===== config.mk =====
export PLATFORM = sky130hd
export DESIGN_NAME = bresenham_line_rasterizer
export DESIGN_NICKNAME = d
export VERILOG_FILES = /design/src/blr_pkg.sv /design/src/blr_step.sv /design/src/blr_out_buf.sv /design/src/bresenham_line_rasterizer.sv
export SDC_FILE = /design/constraint.sdc
export NUM_CORES = 1
export LEC_CHECK = 0
export BUFFER_PORTS_ARGS = -buffer_cell sky130_fd_sc_hd__clkbuf_2
export CAP_MARGIN = 40
export CORE_AREA = 2 2 264 266
export CTS_CLUSTER_SIZE = 25
export DETAILED_ROUTE_END_ITERATION = 7
export DIE_AREA = 0 0 266 268
export PLACE_DENSITY_LB_ADDON = 0.1
export SYNTH_ARGS = -nofsm -noshare
export SYNTH_HDL_FRONTEND = slang
export SYNTH_HIERARCHICAL = 1
export SYNTH_SLANG_ARGS = --single-unit

===== constraint.sdc =====
create_clock -name clk -period 7.68 [get_ports clk]
set_input_delay 0.768 -clock clk [delete_from_list [all_inputs] [get_ports clk]]
set_output_delay 0.768 -clock clk [all_outputs]
set_load 0.01 [all_outputs]

===== src/blr_pkg.sv =====
// shared types and constants for the line rasterizer
`default_nettype none

package blr_pkg;

  // coordinate and derived widths
  localparam int COORD_BITS = 12;
  localparam int SPAN_BITS  = COORD_BITS + 1;
  localparam int ERR_BITS   = COORD_BITS + 4;
  localparam int COLOR_BITS = 24;

  typedef logic signed [COORD_BITS-1:0] coord_t;
  typedef logic signed [SPAN_BITS-1:0]  span_t;
  typedef logic signed [ERR_BITS-1:0]   err_t;
  typedef logic [COLOR_BITS-1:0]        color_t;

  // request opcodes
  typedef enum logic {
    CMD_LOAD = 1'b0,
    CMD_STEP = 1'b1
  } cmd_t;

  // octant codes
  typedef enum logic [1:0] {
    OCT_SHALLOW_UP   = 2'd0,
    OCT_SHALLOW_DOWN = 2'd1,
    OCT_STEEP_UP     = 2'd2,
    OCT_STEEP_DOWN   = 2'd3
  } oct_t;

  // input request
  typedef struct packed {
    cmd_t   cmd;
    coord_t start_x;
    coord_t start_y;
    coord_t finish_x;
    coord_t finish_y;
  } req_t;

  // output pixel
  typedef struct packed {
    coord_t pixel_x;
    coord_t pixel_y;
    color_t pixel_color;
    logic   last_pixel;
  } pixel_t;

endpackage

`default_nettype wire


===== src/blr_step.sv =====
// line state registers and the per-request setup and step logic
`default_nettype none

module blr_step
  import blr_pkg::*;
(
  input  wire logic   clk,
  input  wire logic   rst,
  input  wire logic   take,
  input  wire req_t   req,
  input  wire color_t color,
  output logic        res_valid,
  output pixel_t      res
);

  // line state
  logic   line_active;
  logic   line_active_next;
  coord_t pos_x, pos_x_next;
  coord_t pos_y, pos_y_next;
  coord_t target_x, target_x_next;
  coord_t target_y, target_y_next;
  err_t   error_term, error_term_next;
  err_t   step_plain, step_plain_next;
  err_t   step_diag, step_diag_next;
  oct_t   octant_sel, octant_sel_next;

  // setup terms
  coord_t x0, y0, x1, y1;
  span_t  dx, dy, ady;
  err_t   dxe, dye;
  logic   shallow, rising;

  // step terms
  logic   more, diag;

  // endpoint ordering and slope classification
  always_comb begin
    if ($signed(req.start_x) > $signed(req.finish_x)) begin
      x0 = req.finish_x;
      y0 = req.finish_y;
      x1 = req.start_x;
      y1 = req.start_y;
    end else begin
      x0 = req.start_x;
      y0 = req.start_y;
      x1 = req.finish_x;
      y1 = req.finish_y;
    end
    dx      = span_t'(x1) - span_t'(x0);
    dy      = span_t'(y1) - span_t'(y0);
    ady     = dy[SPAN_BITS-1] ? -dy : dy;
    shallow = dx >= ady;
    rising  = dy > span_t'(0);
    dxe     = err_t'(dx);
    dye     = err_t'(dy);
  end

  // continue test and diagonal decision
  always_comb begin
    unique case (octant_sel)
      OCT_SHALLOW_UP: begin
        more = pos_x < target_x;
        diag = error_term > err_t'(0);
      end
      OCT_SHALLOW_DOWN: begin
        more = pos_x < target_x;
        diag = error_term < err_t'(0);
      end
      OCT_STEEP_UP: begin
        more = pos_y < target_y;
        diag = error_term < err_t'(0);
      end
      OCT_STEEP_DOWN: begin
        more = pos_y > target_y;
        diag = error_term > err_t'(0);
      end
      default: begin
        more = 1'b0;
        diag = 1'b0;
      end
    endcase
  end

  // next state
  always_comb begin
    line_active_next = line_active;
    pos_x_next       = pos_x;
    pos_y_next       = pos_y;
    target_x_next    = target_x;
    target_y_next    = target_y;
    error_term_next  = error_term;
    step_plain_next  = step_plain;
    step_diag_next   = step_diag;
    octant_sel_next  = octant_sel;
    if (take && req.cmd == CMD_LOAD) begin
      line_active_next = 1'b1;
      pos_x_next       = x0;
      pos_y_next       = y0;
      target_x_next    = x1;
      target_y_next    = y1;
      priority if (shallow && rising) begin
        octant_sel_next = OCT_SHALLOW_UP;
        error_term_next = (dye <<< 1) - dxe;
        step_plain_next = dye <<< 1;
        step_diag_next  = (dye <<< 1) - (dxe <<< 1);
      end else if (shallow) begin
        octant_sel_next = OCT_SHALLOW_DOWN;
        error_term_next = (dye <<< 1) + dxe;
        step_plain_next = dye <<< 1;
        step_diag_next  = (dye <<< 1) + (dxe <<< 1);
      end else if (rising) begin
        octant_sel_next = OCT_STEEP_UP;
        error_term_next = dye - (dxe <<< 1);
        step_plain_next = -(dxe <<< 1);
        step_diag_next  = (dye <<< 1) - (dxe <<< 1);
      end else begin
        octant_sel_next = OCT_STEEP_DOWN;
        error_term_next = dye + (dxe <<< 1);
        step_plain_next = dxe <<< 1;
        step_diag_next  = (dye <<< 1) + (dxe <<< 1);
      end
    end else if (take && line_active) begin
      if (!more) begin
        line_active_next = 1'b0;
      end else begin
        error_term_next = error_term + (diag ? step_diag : step_plain);
        unique case (octant_sel)
          OCT_SHALLOW_UP: begin
            pos_x_next = pos_x + coord_t'(1);
            if (diag) pos_y_next = pos_y + coord_t'(1);
          end
          OCT_SHALLOW_DOWN: begin
            pos_x_next = pos_x + coord_t'(1);
            if (diag) pos_y_next = pos_y - coord_t'(1);
          end
          OCT_STEEP_UP: begin
            pos_y_next = pos_y + coord_t'(1);
            if (diag) pos_x_next = pos_x + coord_t'(1);
          end
          OCT_STEEP_DOWN: begin
            pos_y_next = pos_y - coord_t'(1);
            if (diag) pos_x_next = pos_x + coord_t'(1);
          end
          default: begin
            pos_x_next = pos_x;
          end
        endcase
      end
    end
  end

  // control state
  always_ff @(posedge clk) begin
    if (rst) begin
      line_active <= 1'b0;
    end else begin
      line_active <= line_active_next;
    end
  end

  // line datapath registers
  always_ff @(posedge clk) begin
    pos_x      <= pos_x_next;
    pos_y      <= pos_y_next;
    target_x   <= target_x_next;
    target_y   <= target_y_next;
    error_term <= error_term_next;
    step_plain <= step_plain_next;
    step_diag  <= step_diag_next;
    octant_sel <= octant_sel_next;
  end

  // pixel for a step request on an active line
  always_comb begin
    res_valid       = take && req.cmd == CMD_STEP && line_active;
    res.pixel_x     = more ? pos_x : target_x;
    res.pixel_y     = more ? pos_y : target_y;
    res.pixel_color = color;
    res.last_pixel  = !more;
  end

endmodule

`default_nettype wire


===== src/blr_out_buf.sv =====
// two-entry output buffer: a circular FIFO with read and write pointers
`default_nettype none

module blr_out_buf
  import blr_pkg::*;
(
  input  wire logic   clk,
  input  wire logic   rst,
  input  wire logic   push,
  input  wire pixel_t push_data,
  output logic        full,
  output logic        pix_valid,
  input  wire logic   pix_stall,
  output pixel_t      pix
);

  pixel_t     entry [2];
  logic       wr_ptr;
  logic       rd_ptr;
  logic [1:0] count;
  logic [1:0] count_next;
  logic       pop;

  // occupancy
  always_comb begin
    pop        = pix_valid && !pix_stall;
    count_next = count + {1'b0, push} - {1'b0, pop};
  end

  always_ff @(posedge clk) begin
    if (rst) begin
      wr_ptr <= 1'b0;
      rd_ptr <= 1'b0;
      count  <= 2'd0;
    end else begin
      if (push) wr_ptr <= !wr_ptr;
      if (pop) rd_ptr <= !rd_ptr;
      count <= count_next;
    end
  end

  // entry storage
  always_ff @(posedge clk) begin
    if (push) entry[wr_ptr] <= push_data;
  end

  assign full      = count == 2'd2;
  assign pix_valid = count != 2'd0;
  assign pix       = entry[rd_ptr];

endmodule

`default_nettype wire


===== src/bresenham_line_rasterizer.sv =====
// top level of the stepped line rasterizer
//
// Usage: a request with cmd = load carries both endpoints and arms a line
// (any line in progress is dropped); it gives no pixel. Each request with
// cmd = step gives one pixel: the current position, or the far endpoint with
// last_pixel set, after which the line is idle. A step while idle gives no
// pixel. Requests and pixels move on valid/stall channels; a request is
// taken when req_valid is high and req_stall low.
// draw_color is written on the cfg channel (cfg_ready is always high) and is
// copied into each pixel when its step request is taken.
// A pixel is registered into the output buffer when its step request is taken.
// Throughput: one request per cycle while req_stall is low; setup and each
// step work on the line registers in the cycle the request is taken.
// A two-entry output buffer decouples the sides: req_stall rises only when
// both entries hold pixels that the receiver has not taken, so a receiver
// stall blocks requests only once both entries are full and never loses a pixel.
// Reset (synchronous): line idle, output buffer empty, draw_color zero.
`default_nettype none

module bresenham_line_rasterizer
  import blr_pkg::*;
(
  input  wire logic   clk,
  input  wire logic   rst,
  input  wire logic   req_valid,
  output logic        req_stall,
  input  wire req_t   req,
  output logic        pix_valid,
  input  wire logic   pix_stall,
  output pixel_t      pix,
  input  wire logic   cfg_valid,
  output logic        cfg_ready,
  input  wire color_t cfg_data
);

  color_t draw_color;
  logic   take;
  logic   res_valid;
  pixel_t res;
  logic   full;

  // colour register
  always_ff @(posedge clk) begin
    if (rst) begin
      draw_color <= '0;
    end else if (cfg_valid && cfg_ready) begin
      draw_color <= cfg_data;
    end
  end

  assign cfg_ready = 1'b1;
  assign take      = req_valid && !req_stall;
  assign req_stall = full;

  // line setup and stepping
  blr_step u_step (
    .clk       (clk),
    .rst       (rst),
    .take      (take),
    .req       (req),
    .color     (draw_color),
    .res_valid (res_valid),
    .res       (res)
  );

  // pixel output buffer
  blr_out_buf u_out (
    .clk       (clk),
    .rst       (rst),
    .push      (res_valid),
    .push_data (res),
    .full      (full),
    .pix_valid (pix_valid),
    .pix_stall (pix_stall),
    .pix       (pix)
  );

endmodule

`default_nettype wire


; Word level (Yosys, flattened, before mapping)
; Memory sizes are Yosys's and may differ from the RTL's. A register that Yosys moved wholly into a read port is not among the register bits.
; Index checks and enable logic that the tools add are counted.
[word_totals]
inputBits = 78
mem_bits_rw = 98
ff_bits = 127
memories = 1
out_inout_bits = 52
[op_classes]
reduce_logical = 26
add_sub_neg = 16
n_lt_le_gt_ge = 8
n_eq_ne = 8
mux = 42
n_bitwise = 2
[memory_table]
columns = memory, words, word_bits, read_ports, rd_ports_with_merged_regs, write_ports, line_no
row1 = u_out.entry, 2, 49, 1, 1, 1, blr_out_buf.sv:17  ; pixel_t entry [2];
[op_table]
columns = cell, count
row1 = $mux W16, 13
row2 = $mux W12, 15
row3 = $pmux W12 S4, 1
row4 = $sub A12 B12 Y13, 2
row5 = $add A12 B2 Y12 const B, 2
row6 = $gt A12 B12 Y1, 2
row7 = $lt A12 B12 Y1, 2
row8 = $pmux W12 S2, 1
row9 = $add A16 B16 Y16, 1
row10 = $gt A16 B1 Y1 const B, 1
row11 = $lt A16 B1 Y1 const B, 1
row12 = $neg A14 Y16, 1
row13 = $add A13 B14 Y15, 1
row14 = $add A14 B13 Y15, 1
row15 = $add A14 B14 Y15, 1
row16 = $sub A13 B14 Y15, 1
row17 = $sub A14 B13 Y15, 1
row18 = $sub A14 B14 Y15, 1
row19 = $ge A13 B13 Y1, 1
row20 = $gt A13 B1 Y1 const B, 1
row21 = $mux W13, 1
row22 = $neg A13 Y13, 1
row23 = $sub A12 B2 Y12 const B, 1
row24 = $reduce_or A2 Y1, 5
row25 = other kinds (18), 44

; Depth between registers and ports, before layout
[logic_depth]
word_depth = 9
mapped_depth = 41
mapped_depth_nobuf = 36

; Hierarchy
; The synthesis kept the hierarchy.
[modules_own_cells]
columns = module, cells_per_inst, instances, area_per_inst_um2
row1 = blr_step, 1457, 1, 12192.9
row2 = blr_out_buf, 175, 1, 3826.2
row3 = bresenham_line_rasterizer, 80, 1, 887.1

; Least setup slack after synthesis
; OpenSTA, ideal clock, no wires.
[synth_path]
path_kind = input to register
from = input port req[17] in the netlist's numbering
to = register u_step.error_term[12] (data pin)
required_time_ns = 7.329
path_stages = 38
arrival_ns = 7.885
path_slack_ns = -0.556
cell_sequence = inv_1 -> ha_1 -> buf_2 -> nand4_2 -> or4_4 -> o21ai_4 -> a21o_1 -> buf_6 -> buf_2 -> buf_1 -> clkbuf_1 -> o22a_1 -> ha_1 -> a221oi_2 -> o211ai_2 -> a31oi_1 -> xnor2_1 -> inv_2 -> [2 not listed] -> nor2_4 -> clkbuf_1 -> o21ai_0 -> ha_1 -> a21o_1 -> a21oi_1 -> o21ai_0 -> a21o_1 -> a21oi_1 -> o21bai_1 -> a21oi_1 -> o21bai_1 -> a21oi_1 -> xnor2_1 -> xnor2_1 -> nand2_1 -> o21ai_0 -> a21oi_1
[synth_via]
elab_chain_cells = 9
elab_cells_between_ends = 20
[synth_rtl]
columns = element, line_no
row1 = "start, declared", bresenham_line_rasterizer.sv:27  ; input wire req_t req,
row2 = $gt A12 B12 Y1, blr_step.sv:39  ; if ($signed(req.start_x) > $signed(req.finish_x)) begin
row3 = $mux W12, blr_step.sv:39
row4 = $sub A12 B12 Y13, blr_step.sv:51  ; dy = span_t'(y1) - span_t'(y0);
row5 = $neg A13 Y13, blr_step.sv:52  ; ady = dy[SPAN_BITS-1] ? -dy : dy;
row6 = $mux W13, blr_step.sv:52
row7 = $ge A13 B13 Y1, blr_step.sv:53  ; shallow = dx >= ady;
row8 = $mux W16 / $logic_and A1 B1 Y1 (equally long branches), "blr_step.sv:107, blr_step.sv:102"
row9 = $mux W16 (*), blr_step.sv:102  ; priority if (shallow && rising) begin
row10 = $mux W16 (*), blr_step.sv:96  ; if (take && req.cmd == CMD_LOAD) begin
row11 = net u_step.error_term_next[12], blr_step.sv:23  ; err_t error_term, error_term_next;
row12 = "end signal, assigned", blr_step.sv:168  ; error_term <= error_term_next;
row13 = "end, declared", blr_step.sv:23
; The timed path passes the listed nets; every way through them passes the cells marked *.
; A chain may end at the register's enable or synchronous reset.

; Worst setup path after layout
[layout_path]
from = input port req[21] in the netlist's numbering
to = register u_step.error_term[13] (data pin)
; The elaborated chain is that of the path after synthesis.

==> summary.md <==
| Metric | Value |
|---|---|
| Status | `finished clean` |
| CP startpoint | `req[21]` |
| Post-route clock period utilization | `92.1%` |
| Final core utilization | `29.6%` |
| Unrepaired setup endpoints after global routing | `no` |
| Count of hold buffers inserted by post-cts repair | `0` |
| Area Overhead vs Synth | `19.4%` |
| Antenna Nets Post-Route | `0` |
| Die Wd | `266 um` |
| Worst-case vdd ir drop | `between 200 and 250 uV` |
| Total design power | `0.00731 W` |
| Pwr dens | `362 mW/mm^2` |
| Post-Place Cells | `2748` |
| Critical path arrival | `7.38 ns` |
| Yosys reg bits | `roughly 220` |
| DR pass1 iterations | `7` |
| Hold slack | `0.414 ns` |
| Clock Skews | `0.0172 ns` |
| Crit. End Element | `flop` |
| Fillers | `between 7000 and 8000` |
| DRT iter0 DRCs | `about 740` |
| Die area | `0.0713 sq mm` |
| Worst-skew pair later-pin latency | `between 0.5 and 0.6 ns` |
| Worst slew margin | `41.1%` |
| Vias | `13078` |
| Yosys warnings | `6` |
| CTS clk-pin slew, worst paths | `around 0.06 ns` |
| Hold path start | `req[48]` |
| Startpoint class of the critical path | `input pin` |
| Synthesized Nets | `1943` |
| Fmax | `0.141 GHz` |
| Initial antenna violation count | `2` |
| CTS HTree Levels | `1` |
| Seq/Total Area, Yosys | `37.8%` |
| Placed inst area | `about 0.019 sq mm` |
| Yosys cell types | `103` |
| Top FF cell, synth | `edfxtp_1` |
| Worst r2r src | `u_step/octant_sel[0]` |
| # port buffers | `128` |
| Clk buf depth | `3` |
| WL/cell | `19.4 um` |
| CP Class | `in2reg` |
| Mapped Area | `0.0169 sq mm` |
| Die Height | `268 um` |
| Crit path largest cell delay | `0.60 ns` |
| GRT Total Usage | `15.0%` |
| Leakage | `8.36 nW` |
| Worst Tran Pin Value | `0.881 ns` |
| Routed WL | `54.4 mm` |
| Detailed placement HPWL | `around 43 mm` |
| First-pass GRT wire length | `81.6 mm` |
| Row Count | `between 90 and 100` |
| Root buffer cell | `clkbuf_16` |
| Number of flops mapped to enable cells by yosys | `193` |
| Starting density of the core | `24.8%` |
| Synth Area per Inst | `9.88 sq um` |
| Asr flop ratio synth | `0%` |
| Synth Instances | `1712` |
| Layout cell share with drive strength beyond 1 | `23.0%` |
| Worst EP required | `7.99 ns` |
| Vias in the first global route | `13003` |
| CTS tree | `built` |
| CP max-delay cell | `or4_4` |
| Critical path fanouts, max | `11` |
| Final GP Congestion | `around 0.86` |
| Final min period | `between 7 and 8 ns` |
| Max-cap violations | `0` |
| FF-to-FF setup slack | `2.11 ns` |
| Hold Fails Final Rpt | `0` |
| Num ports | `130` |
| Post-route insts no fill | `2804` |
| Core Footprint | `0.0682 sq mm` |
| Sink Count | `around 220` |
| Pin count of the biggest net entering global routing | `54` |
| DRC viols | `0` |
| Global-route congestion overflow total | `0` |
| CTS buffer count | `29` |
| Final Setup Violations | `0` |
| Final #Nets | `2128` |
| Post-route cell area | `0.0202 sq mm` |
| Via-per-instance ratio | `~4.7` |
| HP Class | `in2reg` |
| Final Max Tran Viols | `0` |
==> synth_stat cells, drive strengths merged (35+ instances only) <==
library cell	instances	area, sq um
a31oi	35	219
clkbuf	40	150
o21ai	77	400
o21bai	39	293
mux2	93	1080
a21oi	115	583
nor2	125	482
mux2i	49	490
nand2	176	663
ha	146	1830
edfxtp	193	5800
xnor2	89	787
buf	49	384
inv	114	428
==> cells in the final DEF, fill, tap and decap left out, types with 82 or more instances in the layout <==
cell type    n
ha_1       143
inv_1      110
mux2_2      82
edfxtp_1   193
clkbuf_2   128
a21oi_1    109
xnor2_1     88
nand2_1    175
nor2_1     122
buf_4      107
==> repair_timing <==
item	4_1_cts	5_1_grt
setup buffers	0	0
resized for setup	0	1
setup endpoints to repair	0	3
==> state kept, by name, indices dropped and copies added, names as in the netlist, 12 cells and up, named ones only <==
signal,count
u_out/entry,98
u_step/step_diag,14
u_step/step_plain,15
u_step/pos_x,12
u_step/pos_y,12
draw_color,24
u_step/target_y,12
u_step/error_term,16
u_step/target_x,12
==> routing by layer <==
metal / routed length (um) / vias to the layer above / part of all wire, % / track usage (%)
li1: - / 6536 / - / -
met1: 26500 / 6260 / 49 / 20.9
met2: 24700 / 233 / 45 / 24.8
met3: 2300 / 49 / 4.2 / 2.15
met4: 865 / 0 / 1.6 / 2.85
met5: 0 / - / 0 / 0
==> final cells by class <==
cell class | count | area (sq um) | share of cell area (%)
repair buffers | 243 | 1590 | 7.89
flip-flops and latches | 223 | 6400 | 31.7
clock buffers | 37 | 776 | 3.84
inverters | 116 | 438 | 2.17
diodes | 2 | 5.00 | 0.0248
multi-input cells | 1284 | 9660 | 47.9
well taps | 882 | 1100 | 5.47
clock inverters | 17 | 208 | 1.03
==> power by group <==
group	switching (W)	internal, W	total, W
combinational	0.00231	0.00178	0.00409
sequential	0.000123	0.00168	0.00180
clock	0.000564	0.000850	0.00141
total	0.00300	0.00431	0.00731
==> kinds of logic (layout without fill, tap and decap cells) <==
logic type	Yosys count	in the layout	share of synthesized area, %
other	1	3	0.0222
XOR/XNOR	112	112	6.02
buffers and inverters	205	413	5.74
AO/OA/AOI/OAI	410	410	16.3
AND/OR/NAND/NOR	460	460	12.8
adder cells (fa/ha/maj)	159	159	12.0
multiplexers	142	142	9.32
flip-flops	223	223	37.8
==> worst paths after layout <==
path	to	depth (start not counted)
hold reg to reg	u_out/entry[0][1]	0
hold / removal	u_step/line_active	2
setup / recovery	u_step/error_term[13]	37
setup reg to reg	u_step/error_term[15]	22
==> through the flow <==
step                setup TNS, ns  worst slack, ns
global placement                0            0.129
floorplan                       0           0.0126
detailed placement        -0.0888          -0.0498
global route                    0           0.0220
finish                          0            0.605
CTS                             0            0.555
==> worst max-delay path, delay by kind of cell <==
family          cells  cell delay [ns]
compound gates     18             3.10
xor+xnor            2             0.41
fa+ha+maj           3             0.81
buf+inv             4             0.33
mux                 1             0.16
simple gates        9             1.77
No activity file was read; power rests on OpenSTA's default activity.
